[src/rtl/kest_pkg.sv]
`timescale 1ns / 1ps

package kest_pkg;

  // default sizes
  localparam int MAX_KEYS_DEF   = 256;
  localparam int FIFO_DEPTH_DEF = 64;

  // key states
  localparam logic [1:0] ST_UP       = 2'd0;
  localparam logic [1:0] ST_DOWN     = 2'd1;
  localparam logic [1:0] ST_PRESSED  = 2'd2;
  localparam logic [1:0] ST_RELEASED = 2'd3;

  // posted event kinds (anything else acts as repeat)
  localparam logic [1:0] EV_PRESSED  = 2'd0;
  localparam logic [1:0] EV_REPEAT   = 2'd1;
  localparam logic [1:0] EV_RELEASED = 2'd2;

  // item modes
  localparam logic [1:0] MODE_POST   = 2'd0;
  localparam logic [1:0] MODE_FLUSH  = 2'd1;
  localparam logic [1:0] MODE_QSTATE = 2'd2;
  localparam logic [1:0] MODE_QLAST  = 2'd3;

  // config register indexes and reset values
  localparam logic [0:0] CFG_KEYS_IN_USE = 1'b0;
  localparam logic [0:0] CFG_ANY_KEY     = 1'b1;
  localparam logic [8:0] KEYS_IN_USE_RST = 9'd256;
  localparam logic [7:0] ANY_KEY_RST     = 8'd255;
  localparam logic [7:0] LAST_KEY_RST    = 8'd255;

  // one queued event
  typedef struct packed {
    logic [7:0] key;
    logic [1:0] etype;
  } kest_evt_t;

  // event queue control
  typedef struct packed {
    logic      push;
    logic      clear;
    kest_evt_t evt;
  } kest_fifo_ctl_t;

  // result item, packed as on out_tdata
  typedef struct packed {
    logic [6:0] pad;
    logic [6:0] processed_count;
    logic [7:0] last_key;
    logic       matches_res;
    logic       accepted;
  } kest_res_t;

  // down also matches pressed
  function automatic logic st_match(input logic [1:0] have, input logic [1:0] want);
    st_match = (have == want) || ((want == ST_DOWN) && (have == ST_PRESSED));
  endfunction

endpackage

[src/rtl/key_edge_state_tracker.sv]
`timescale 1ns / 1ps

// Channel  Dir  Width  Contents (lowest bit up)
// in_      in   16     mode[1:0], key[9:2], event_type[11:10], query_state[13:12], zero pad
// out_     out  24     accepted[0], matches_res[1], last_key[9:2], processed_count[16:10], pad
// cfg_     in   1/9    index 0 keys_in_use, index 1 any_key_code; write when cfg_we
//
// Post and last-key query: answered when taken. Single-key query: one key RAM read, then a compare.
// Any-key query: walks keys 0 to n-1, n = min(keys_in_use, MAX_KEYS), a read and a compare per key.
// Flush: take the item, age the key RAM (a read and a write per key), then per queued event a
// queue read, and for an in-range key a key RAM read and a write back; then finish.
// Reset: a clearing pass sets every key RAM entry to up; no item is taken during it.
// Under a stalled sink the next item is still taken; its result parks until out_ frees.
module key_edge_state_tracker #(
  parameter int MAX_KEYS   = kest_pkg::MAX_KEYS_DEF,
  parameter int FIFO_DEPTH = kest_pkg::FIFO_DEPTH_DEF
) (
  input  logic        clk,
  input  logic        rst_n,
  input  logic        in_tvalid,
  output logic        in_tready,
  input  logic [15:0] in_tdata,   // mode, key, event_type, query_state
  output logic        out_tvalid,
  input  logic        out_tready,
  output logic [23:0] out_tdata,  // accepted, matches_res, last_key, processed_count
  input  logic        cfg_we,
  input  logic [0:0]  cfg_addr,
  input  logic [8:0]  cfg_wdata
);
  import kest_pkg::*;

  localparam int KEY_AW  = $clog2(MAX_KEYS);
  localparam int NW      = ($clog2(MAX_KEYS + 1) > 9) ? $clog2(MAX_KEYS + 1) : 9;
  localparam int FIFO_AW = (FIFO_DEPTH > 1) ? $clog2(FIFO_DEPTH) : 1;
  localparam int FCW     = $clog2(FIFO_DEPTH + 1);

  // sequencer states
  localparam logic [3:0] S_CLR  = 4'd0;   // reset clearing pass
  localparam logic [3:0] S_IDLE = 4'd1;
  localparam logic [3:0] S_QCK  = 4'd2;   // single-key compare
  localparam logic [3:0] S_AWRD = 4'd3;   // any-key walk read
  localparam logic [3:0] S_AWCK = 4'd4;   // any-key walk compare
  localparam logic [3:0] S_FLRD = 4'd5;   // flush aging read
  localparam logic [3:0] S_FLWR = 4'd6;   // flush aging write
  localparam logic [3:0] S_DRF  = 4'd7;   // drain: queue read
  localparam logic [3:0] S_DRT  = 4'd8;   // drain: key RAM read
  localparam logic [3:0] S_DRW  = 4'd9;   // drain: write back
  localparam logic [3:0] S_RESP = 4'd10;  // result waits for output register

  // config
  logic [8:0] keys_in_use_r;
  logic [7:0] any_key_r;

  always_ff @(posedge clk) begin
    if (!rst_n) begin
      keys_in_use_r <= KEYS_IN_USE_RST;
      any_key_r     <= ANY_KEY_RST;
    end else if (cfg_we) begin
      unique case (cfg_addr)
        CFG_KEYS_IN_USE: keys_in_use_r <= cfg_wdata;
        CFG_ANY_KEY:     any_key_r     <= cfg_wdata[7:0];
      endcase
    end
  end

  // valid key count, clamped to the table size
  logic [NW-1:0] keys_ext;
  logic [NW-1:0] n_w;
  assign keys_ext = NW'(keys_in_use_r);
  assign n_w      = (keys_ext > NW'(MAX_KEYS)) ? NW'(MAX_KEYS) : keys_ext;

  // input fields
  logic [1:0] in_mode;
  logic [7:0] in_key;
  logic [1:0] in_etype;
  logic [1:0] in_qstate;
  assign in_mode   = in_tdata[1:0];
  assign in_key    = in_tdata[9:2];
  assign in_etype  = in_tdata[11:10];
  assign in_qstate = in_tdata[13:12];

  // sequencer registers
  logic [3:0]        st_r,   st_nxt;
  logic [KEY_AW-1:0] idx_r,  idx_nxt;
  logic [FCW-1:0]    ev_r,   ev_nxt;
  logic [6:0]        cnt_r,  cnt_nxt;
  logic [7:0]        ek_r,   ek_nxt;
  logic [1:0]        et_r,   et_nxt;
  logic [1:0]        qst_r,  qst_nxt;
  logic [7:0]        last_r   [4];
  logic [7:0]        last_nxt [4];
  logic              out_valid_r, out_valid_nxt;
  kest_res_t         out_data_r,  out_data_nxt;
  kest_res_t         res_r,       res_nxt;

  // memory ports
  logic              tbl_we;
  logic [KEY_AW-1:0] tbl_waddr;
  logic [1:0]        tbl_wdata;
  logic [KEY_AW-1:0] tbl_raddr;
  logic [1:0]        tbl_rdata;
  kest_fifo_ctl_t    fifo_ctl;
  logic [FIFO_AW-1:0] fifo_ridx;
  kest_evt_t         fifo_rdata;
  logic [FCW-1:0]    fifo_count;
  logic              fifo_full;

  logic              fin;
  kest_res_t         fin_res;
  logic              slot_free;
  logic [1:0]        s_new;
  logic              in_acc;

  assign fifo_full = (fifo_count == FCW'(FIFO_DEPTH));
  assign slot_free = !out_valid_r || out_tready;
  assign in_tready = (st_r == S_IDLE);
  assign in_acc    = in_tvalid && in_tready;

  // drain update: pressed/released set the state, repeat keeps it
  always_comb begin
    if (et_r == EV_PRESSED) begin
      s_new = ST_PRESSED;
    end else if (et_r == EV_RELEASED) begin
      s_new = ST_RELEASED;
    end else begin
      s_new = tbl_rdata;
    end
  end

  always_comb begin
    st_nxt    = st_r;
    idx_nxt   = idx_r;
    ev_nxt    = ev_r;
    cnt_nxt   = cnt_r;
    ek_nxt    = ek_r;
    et_nxt    = et_r;
    qst_nxt   = qst_r;
    for (int i = 0; i < 4; i++) begin
      last_nxt[i] = last_r[i];
    end
    tbl_we    = 1'b0;
    tbl_waddr = idx_r;
    tbl_wdata = ST_UP;
    tbl_raddr = idx_r;
    fifo_ctl.push  = 1'b0;
    fifo_ctl.clear = 1'b0;
    fifo_ctl.evt   = '{key: in_key, etype: in_etype};
    fifo_ridx = ev_r[FIFO_AW-1:0];
    fin       = 1'b0;
    fin_res   = '0;

    unique case (st_r)
      S_CLR: begin
        tbl_we = 1'b1;
        if (idx_r == KEY_AW'(MAX_KEYS - 1)) begin
          st_nxt = S_IDLE;
        end else begin
          idx_nxt = idx_r + KEY_AW'(1);
        end
      end
      S_IDLE: begin
        if (in_acc) begin
          unique case (in_mode)
            MODE_POST: begin
              fin              = 1'b1;
              fifo_ctl.push    = !fifo_full;
              fin_res.accepted = !fifo_full;
            end
            MODE_FLUSH: begin
              idx_nxt = '0;
              ev_nxt  = '0;
              cnt_nxt = '0;
              st_nxt  = (n_w == '0) ? S_DRF : S_FLRD;
            end
            MODE_QSTATE: begin
              qst_nxt = in_qstate;
              if (NW'(in_key) >= n_w) begin
                fin = 1'b1;
              end else if (in_key == any_key_r) begin
                idx_nxt = '0;
                st_nxt  = S_AWRD;
              end else begin
                tbl_raddr = KEY_AW'(in_key);
                st_nxt    = S_QCK;
              end
            end
            MODE_QLAST: begin
              fin              = 1'b1;
              fin_res.last_key = last_r[in_qstate];
            end
          endcase
        end
      end
      S_QCK: begin
        fin                 = 1'b1;
        fin_res.matches_res = st_match(tbl_rdata, qst_r);
      end
      S_AWRD: begin
        st_nxt = S_AWCK;
      end
      S_AWCK: begin
        if (st_match(tbl_rdata, qst_r)) begin
          fin                 = 1'b1;
          fin_res.matches_res = 1'b1;
        end else if (NW'(idx_r) + NW'(1) == n_w) begin
          fin = 1'b1;
        end else begin
          idx_nxt = idx_r + KEY_AW'(1);
          st_nxt  = S_AWRD;
        end
      end
      S_FLRD: begin
        st_nxt = S_FLWR;
      end
      S_FLWR: begin
        tbl_we    = 1'b1;
        tbl_wdata = ((tbl_rdata == ST_PRESSED) || (tbl_rdata == ST_DOWN)) ? ST_DOWN : ST_UP;
        if (NW'(idx_r) + NW'(1) == n_w) begin
          st_nxt = S_DRF;
        end else begin
          idx_nxt = idx_r + KEY_AW'(1);
          st_nxt  = S_FLRD;
        end
      end
      S_DRF: begin
        if (ev_r == fifo_count) begin
          fin                     = 1'b1;
          fifo_ctl.clear          = 1'b1;
          fin_res.processed_count = cnt_r;
        end else begin
          st_nxt = S_DRT;
        end
      end
      S_DRT: begin
        if (NW'(fifo_rdata.key) >= n_w) begin
          ev_nxt = ev_r + FCW'(1);
          st_nxt = S_DRF;
        end else begin
          tbl_raddr = KEY_AW'(fifo_rdata.key);
          ek_nxt    = fifo_rdata.key;
          et_nxt    = fifo_rdata.etype;
          st_nxt    = S_DRW;
        end
      end
      S_DRW: begin
        tbl_we    = 1'b1;
        tbl_waddr = KEY_AW'(ek_r);
        tbl_wdata = s_new;
        if (s_new == ST_PRESSED) begin
          last_nxt[ST_DOWN] = ek_r;
        end
        last_nxt[s_new] = ek_r;
        cnt_nxt = cnt_r + 7'd1;
        ev_nxt  = ev_r + FCW'(1);
        st_nxt  = S_DRF;
      end
      S_RESP: begin
        st_nxt = S_RESP;
      end
      default: begin
        st_nxt = S_IDLE;
      end
    endcase

    // output register: load a finished result, or park it until the sink takes the last
    out_valid_nxt = out_valid_r && !out_tready;
    out_data_nxt  = out_data_r;
    res_nxt       = res_r;
    if (fin) begin
      if (slot_free) begin
        out_data_nxt  = fin_res;
        out_valid_nxt = 1'b1;
        st_nxt        = S_IDLE;
      end else begin
        res_nxt = fin_res;
        st_nxt  = S_RESP;
      end
    end
    if ((st_r == S_RESP) && slot_free) begin
      out_data_nxt  = res_r;
      out_valid_nxt = 1'b1;
      st_nxt        = S_IDLE;
    end
  end

  always_ff @(posedge clk) begin
    if (!rst_n) begin
      st_r        <= S_CLR;
      idx_r       <= '0;
      ev_r        <= '0;
      cnt_r       <= '0;
      out_valid_r <= 1'b0;
      for (int i = 0; i < 4; i++) begin
        last_r[i] <= LAST_KEY_RST;
      end
    end else begin
      st_r        <= st_nxt;
      idx_r       <= idx_nxt;
      ev_r        <= ev_nxt;
      cnt_r       <= cnt_nxt;
      out_valid_r <= out_valid_nxt;
      for (int i = 0; i < 4; i++) begin
        last_r[i] <= last_nxt[i];
      end
    end
  end

  always_ff @(posedge clk) begin
    ek_r       <= ek_nxt;
    et_r       <= et_nxt;
    qst_r      <= qst_nxt;
    out_data_r <= out_data_nxt;
    res_r      <= res_nxt;
  end

  assign out_tvalid = out_valid_r;
  assign out_tdata  = out_data_r;

  kest_key_ram #(
    .DEPTH (MAX_KEYS),
    .AW    (KEY_AW)
  ) u_key_ram (
    .clk     (clk),
    .we      (tbl_we),
    .waddr   (tbl_waddr),
    .wdata   (tbl_wdata),
    .raddr   (tbl_raddr),
    .rd_data (tbl_rdata)
  );

  kest_evt_fifo #(
    .DEPTH (FIFO_DEPTH),
    .AW    (FIFO_AW),
    .CW    (FCW)
  ) u_evt_fifo (
    .clk     (clk),
    .rst_n   (rst_n),
    .ctl     (fifo_ctl),
    .ridx    (fifo_ridx),
    .rd_data (fifo_rdata),
    .count   (fifo_count)
  );

  // queue never overfills
  a_fifo_bound: assert property (@(posedge clk) disable iff (!rst_n)
    fifo_count <= FCW'(FIFO_DEPTH))
    else $error("event queue count above depth");

  // an accepted post into a non-full queue grows it by one
  a_post_grow: assert property (@(posedge clk) disable iff (!rst_n)
    (in_acc && (in_mode == MODE_POST) && !fifo_full)
      |=> (fifo_count == $past(fifo_count) + FCW'(1)))
    else $error("post not queued");

  // a parked result only exists while the output register is occupied
  a_resp_busy: assert property (@(posedge clk) disable iff (!rst_n)
    (st_r == S_RESP) |-> out_valid_r)
    else $error("result parked with free output register");

  // drain write-back only for in-range keys
  a_drain_range: assert property (@(posedge clk) disable iff (!rst_n)
    (st_r == S_DRW) |-> (NW'(ek_r) < n_w))
    else $error("out-of-range key applied");

endmodule

[src/rtl/kest_key_ram.sv]
`timescale 1ns / 1ps

module kest_key_ram #(
  parameter int DEPTH = kest_pkg::MAX_KEYS_DEF,
  parameter int AW    = $clog2(kest_pkg::MAX_KEYS_DEF)
) (
  input  logic          clk,
  input  logic          we,
  input  logic [AW-1:0] waddr,
  input  logic [1:0]    wdata,
  input  logic [AW-1:0] raddr,
  output logic [1:0]    rd_data
);

  logic [1:0] mem [DEPTH];
  logic [1:0] rd_data_r;

  always_ff @(posedge clk) begin
    if (we) begin
      mem[waddr] <= wdata;
    end
    rd_data_r <= mem[raddr];
  end

  assign rd_data = rd_data_r;

endmodule

[src/rtl/kest_evt_fifo.sv]
`timescale 1ns / 1ps

module kest_evt_fifo #(
  parameter int DEPTH = kest_pkg::FIFO_DEPTH_DEF,
  parameter int AW    = 6,
  parameter int CW    = 7
) (
  input  logic                    clk,
  input  logic                    rst_n,
  input  kest_pkg::kest_fifo_ctl_t ctl,
  input  logic [AW-1:0]           ridx,
  output kest_pkg::kest_evt_t     rd_data,
  output logic [CW-1:0]           count
);
  import kest_pkg::*;

  kest_evt_t     mem [DEPTH];
  kest_evt_t     rd_data_r;
  logic [CW-1:0] count_r;
  logic [CW-1:0] count_nxt;

  // push is gated by the caller when full
  always_comb begin
    count_nxt = count_r;
    if (ctl.clear) begin
      count_nxt = '0;
    end else if (ctl.push) begin
      count_nxt = count_r + CW'(1);
    end
  end

  always_ff @(posedge clk) begin
    if (!rst_n) begin
      count_r <= '0;
    end else begin
      count_r <= count_nxt;
    end
  end

  always_ff @(posedge clk) begin
    if (ctl.push) begin
      mem[count_r[AW-1:0]] <= ctl.evt;
    end
    rd_data_r <= mem[ridx];
  end

  assign rd_data = rd_data_r;
  assign count   = count_r;

endmodule

[config.mk]
export PLATFORM = sky130hd
export DESIGN_NAME = key_edge_state_tracker
export DESIGN_NICKNAME = d
export VERILOG_FILES = /design/src/rtl/kest_pkg.sv /design/src/rtl/key_edge_state_tracker.sv /design/src/rtl/kest_key_ram.sv /design/src/rtl/kest_evt_fifo.sv
export SDC_FILE = /design/constraint.sdc
export NUM_CORES = 2
export LEC_CHECK = 0
export BUFFER_PORTS_ARGS = -buffer_cell sky130_fd_sc_hd__buf_2
export CORE_ASPECT_RATIO = 0.6
export CORE_MARGIN = 2
export CORE_UTILIZATION = 45
export DETAILED_ROUTE_END_ITERATION = 10
export HOLD_SLACK_MARGIN = 0.08
export PLACE_DENSITY = 0.58
export SKIP_LAST_GASP = 1
export SLEW_MARGIN = 10
export SYNTH_ARGS = -nofsm -noshare
export SYNTH_HDL_FRONTEND = slang
export SYNTH_SLANG_ARGS = --single-unit
[constraint.sdc]
create_clock -name clk -period 28.9 [get_ports clk]
set_input_delay 4.335 -clock clk [delete_from_list [all_inputs] [get_ports clk]]
set_output_delay 4.335 -clock clk [all_outputs]
set_load 0.02 [all_outputs]
==> summary by stage <==
Outcome
The flow ran to the end, and the final reports show no timing, DRC or antenna violations.

Clocking
The longest clock path from root to sink contains 3 buffers. The number of clock sinks is between 1,000 and 1,500. TritonCTS built the clock tree. The total CTS buffers is 116. At the later pin of the worst-skew pair, clock insertion delay measures 0.76 ns. After clock tree synthesis, the repair step resized 0 gates. Clock tree synthesis selected as its root buffer the cell sky130_fd_sc_hd__clkbuf_16.

The clock tree synthesis step divided the H-tree into 3 levels. Post-CTS timing repair inserted 0 buffers for setup. After clock tree synthesis, the flow added hold-fix buffers numbering 0. Clock-pin slew was measured on the worst setup and hold paths at 0.07 ns.

Logic synthesis
The adder-cell share of the synthesized area is 0.00706. Synthesis handed over a netlist of about 3,500 instances. The synthesized design spends more area on one cell type than any other, namely sky130_fd_sc_hd__edfxtp_1. The synthesized-area fraction occupied by ao, oa, aoi and oai cells is 0.0429. The predominant post-synthesis flop cell is sky130_fd_sc_hd__edfxtp_1. Of the total synthesized cell area, the portion taken by AND, OR, NAND and NOR gates is 0.101. The synthesized cell area is approximately 53,000 um^2. After synthesis, the largest family of logic cells by area is multiplexers.

The post-synthesis average cell area is between 15 and 20 um^2. Among all cell types in the netlist, the one instantiated most often is sky130_fd_sc_hd__edfxtp_1. Of the post-synthesis cell area, the dominant cell type holds 0.677. The flip-flop and latch count after synthesis is about 1,300. After synthesis, the cell types taking the most area are sky130_fd_sc_hd__edfxtp_1, sky130_fd_sc_hd__mux4_2, sky130_fd_sc_hd__dfxtp_1. The number of distinct library cells after synthesis is between 80 and 90.

Of the total synthesized cell area, the portion taken by XOR and XNOR cells is 0.00659. By count the netlist is led by sky130_fd_sc_hd__edfxtp_1, sky130_fd_sc_hd__nand2_1, sky130_fd_sc_hd__nor2_1. The total of warnings raised by yosys is 0. After synthesis, the share of cell area in mux cells is 0.109. The register area share after synthesis is 0.713. After synthesis, the share of flip-flops with an asynchronous set or reset is 0.

The number of enable-type register cells in the synthesized netlist is roughly 1,200.

Worst hold path
The worst hold path terminates at et_r[0]$_DFFE_PP_. Counting instances, the worst hold path has a depth of 0. The worst min-delay path class is flip-flop to flip-flop. The worst hold path begins at u_evt_fifo.rd_data[0]$_DFF_P_.

Power
Summed over all nets, the switching power comes to approximately 0.8 mW. The power density over cell area is approximately 63 nW/um^2. Of the total power, registers draw 0.549. The switching part of the total power is 0.216. The internal power consumption is approximately 2.9 mW. The completed layout was analyzed and its total power is between 3 and 4 mW. The standby leakage power is 18.3 nW.

VDD sags by at most 0.0583 mV. The share of total power dissipated in the clock network is 0.414. The share of total power dissipated in combinational logic is 0.037.

Critical path
The signal on the critical path passes through buf_2 -> buf_4 -> ha_1 -> a21oi_1 -> a21oi_1 -> a211oi_2 -> o21a_2 -> o211a_4 -> buf_12 -> mux2i_1 -> a32oi_1 -> o21ai_0 -> o31ai_1 -> o2111ai_1 -> nand4_1. The critical path is of the input pin to flip-flop type. The library cell appearing most often on the critical path is sky130_fd_sc_hd__a21oi_1. The endpoint identified for the worst register-to-register timing path is u_key_ram.rd_data[1]$_DFF_P_.

Counting cells, the worst reg-to-reg path comes to 15. The worst setup path is launched from an input pin. The register-to-register path setup slack is 22.62 ns. The worst setup path is captured at a flip-flop. For the worst setup path, the data arrival time is a little over 10 ns. The stage delay of the slowest cell on the critical path is approximately 1.1 ns. The slowest stage of the critical path belongs to the cell sky130_fd_sc_hd__o31ai_1. Tracing the worst setup path back leads to its startpoint at in_tdata[9]. The beginning of the worst register-to-register path is keys_ext[8]$_SDFFE_PN1P_. Of all nets on the critical path, the largest fanout is 133. Data on the critical path is required at its endpoint by ~30 ns.

STA
The final critical-path required period is 9.59 ns. Timing would allow up to between 100 and 150 MHz. Clock skew on the completed layout was measured at 0.0376 ns.

The worst pin sits at a relative slew slack of 0.164. Setup repair after global routing left no endpoint under its margin. The final number of setup-violating endpoints is 0. After routing, the total negative slack on setup checks comes to 0 ns.

The slew at the pin closest to its max-slew limit is approximately 1.2 ns. The smallest hold slack is around 0.42 ns. In the finished design, the share of the clock period the worst path needs comes to 0.332. The number of hold violations in the final report is 0. The final number of max-transition violations is 0.

Detailed routing
The overall via count from detail_route is about 30,000. For this run, design rule violations remaining after detail routing come to 0. After detailed routing, the average wire length per cell comes to about 27 um. The number of DRC markers in iteration 0 is 4,394. The antenna violation net count after detailed routing is 0. Summed over all layers, the routed wires come to about 140,000 um.

The number of optimization iterations in the first detailed-route pass is 5. After detailed routing, the number of vias per cell comes to just under 6.

Floorplan
The total number of placement rows is 97. The initial standard-cell utilization of the core is 0.455. In this run the count of I/O pins placed on the die edge is between 50 and 60.

The height of the die is around 270 um. The width of the chip is around 450 um. The area of the core is 117,000 um^2. The area of the die is 121,000 um^2.

Layout
The share of layout cells above drive strength 1 is 0.161. The final net count is between 3,000 and 4,000. At the end of the flow the core is filled with cells to 0.503. The total non-filler cell area in the finished layout is ~60,000 um^2.

Compared with the post-synthesis result, the final layout area differs by 10.7%. The layout has roughly 9,800 filler cells.

Placement
The total cell area at the placement stage is roughly 55,000 um^2. Summed over all nets, the half-perimeter wirelength after detailed placement is slightly below 90,000 um. The weighted congestion reported at the end of routability-driven placement is roughly 0.84.

During placement, the flow inserted port buffers numbering between 40 and 50.

Global route
The initial antenna violation count is 12. The first-pass GRT wire length is 206,000 um. The pin count of the biggest net entering global routing is ~130. The via count of the first global-routing pass is approximately 30,000. The global-route usage over all layers is 0.234. The residual overflow from global routing is 0.

Run
The tool flagged a number of max-cap violations equal to 0.
[routing by layer]
metal | GRT usage | vias up | part of all wire
met4 | 0.0474 | 2 | 0.017
met5 | 0 | - | 0.00013
met2 | 0.289 | 1531 | 0.38
met1 | 0.389 | 15700 | 0.47
met3 | 0.0810 | 165 | 0.12
li1 | - | 13400 | -
[placed cells by master, fill, tap and decap left out, types with 8 or more instances in the layout]
cell type and n:
sky130_fd_sc_hd__o31ai_1 11, sky130_fd_sc_hd__clkinv_1 24, sky130_fd_sc_hd__nor4_1 13, sky130_fd_sc_hd__a31oi_1 42, sky130_fd_sc_hd__xor2_1 20, sky130_fd_sc_hd__mux2i_1 34, sky130_fd_sc_hd__or3_1 13, sky130_fd_sc_hd__mux4_2 241
sky130_fd_sc_hd__clkbuf_16 117, sky130_fd_sc_hd__nand3b_1 8, sky130_fd_sc_hd__o211ai_1 19, sky130_fd_sc_hd__nand3_1 183, sky130_fd_sc_hd__bufinv_16 8, sky130_fd_sc_hd__and3_1 34, sky130_fd_sc_hd__clkbuf_1 25, sky130_fd_sc_hd__nand2b_1 14
sky130_fd_sc_hd__o21ai_0 48, sky130_fd_sc_hd__a21o_1 18, sky130_fd_sc_hd__a22oi_1 8, sky130_fd_sc_hd__buf_4 78, sky130_fd_sc_hd__and2_1 13, sky130_fd_sc_hd__nor3_1 29, sky130_fd_sc_hd__inv_1 26, sky130_fd_sc_hd__dfxtp_1 91
sky130_fd_sc_hd__clkinv_2 24, sky130_fd_sc_hd__edfxtp_1 1198, sky130_fd_sc_hd__a211oi_1 14, sky130_fd_sc_hd__nor2_1 375, sky130_fd_sc_hd__a21oi_1 117, sky130_fd_sc_hd__nand2_1 479, sky130_fd_sc_hd__ha_1 30, sky130_fd_sc_hd__buf_2 47
sky130_fd_sc_hd__nand4_1 38, sky130_fd_sc_hd__xnor2_1 20
[registers in the layout, summed over array words and instances, names as in the netlist, 2 cells and up]
| register | count |
|---|---|
| any_key_r | 8 |
| cnt_r | 7 |
| ek_r | 8 |
| et_r | 2 |
| ev_r | 7 |
| idx_r | 8 |
| keys_ext | 9 |
| last_r | 32 |
| out_tdata | 17 |
| qst_r | 2 |
| res_r | 17 |
| st_r | 4 |
| u_evt_fifo.count | 7 |
| u_evt_fifo.mem | 640 |
| u_evt_fifo.rd_data | 10 |
| u_key_ram.mem | 512 |
| u_key_ram.rd_data | 2 |
[cell type report]
cell class                 count  area, um^2  area share
tap                         1584        1980      0.0337
sequential                  1293       37900       0.644
clock buffer                 150        3120      0.0531
timing repair buffer         127         861      0.0146
multi-input combinational   1938       14300       0.243
clock inverter                66         591      0.0100
inverter                      28         105     0.00179
antenna                        2        5.00   0.0000851
[power by group through the flow]
| stage | logic [mW] | clock network [mW] | registers, mW |
|---|---|---|---|
| after CTS | 0.136 | 1.55 | 2.03 |
| after global routing | 0.148 | 1.63 | 2.03 |
| after floorplan | 0.0786 | 0 | 2.07 |
| after detailed placement | 0.135 | 0 | 2.08 |
| final | 0.137 | 1.53 | 2.03 |
| after global placement | 0.135 | 0 | 2.07 |
[logic make-up after synthesis]
group / Yosys count
mux: 275
simple gates: 1233
flops: 1293
buf+inv: 261
fa+ha+maj: 30
xor+xnor: 40
compound gates: 353
other cells: 1
[worst max path at each step]
stage | end | depth (start not counted) | slack (ns)
5_1_grt | u_key_ram.rd_data[1]$_DFF_P_ | 15 | 19.11
3_3_place_gp | u_key_ram.rd_data[0]$_DFF_P_ | 16 | 18.80
6_report | u_key_ram.rd_data[1]$_DFF_P_ | 15 | 19.31
4_1_cts | u_key_ram.rd_data[0]$_DFF_P_ | 16 | 19.54
2_1_floorplan | u_key_ram.mem[0][0]$_DFFE_PP_ | 4 | 15.13
3_5_place_dp | u_key_ram.rd_data[0]$_DFF_P_ | 16 | 18.75
[per-stage QoR]
step                setup WS, ns  instances
CTS                        19.54       5186
floorplan                  15.13       3492
global placement           18.80       4970
finish                     19.31       5188
detailed placement         18.75       4970
global route               19.11       5187
[critical path, delay by kind of cell]
kind / cells / cell delay [ns]
AO/OA/AOI/OAI: 9 / 3.48
adder cells (fa/ha/maj): 1 / 0.36
buffers and inverters: 3 / 1.53
multiplexers: 1 / 0.17
AND/OR/NAND/NOR: 1 / 0.16
Note: power is estimated with default switching activity, not from simulation.
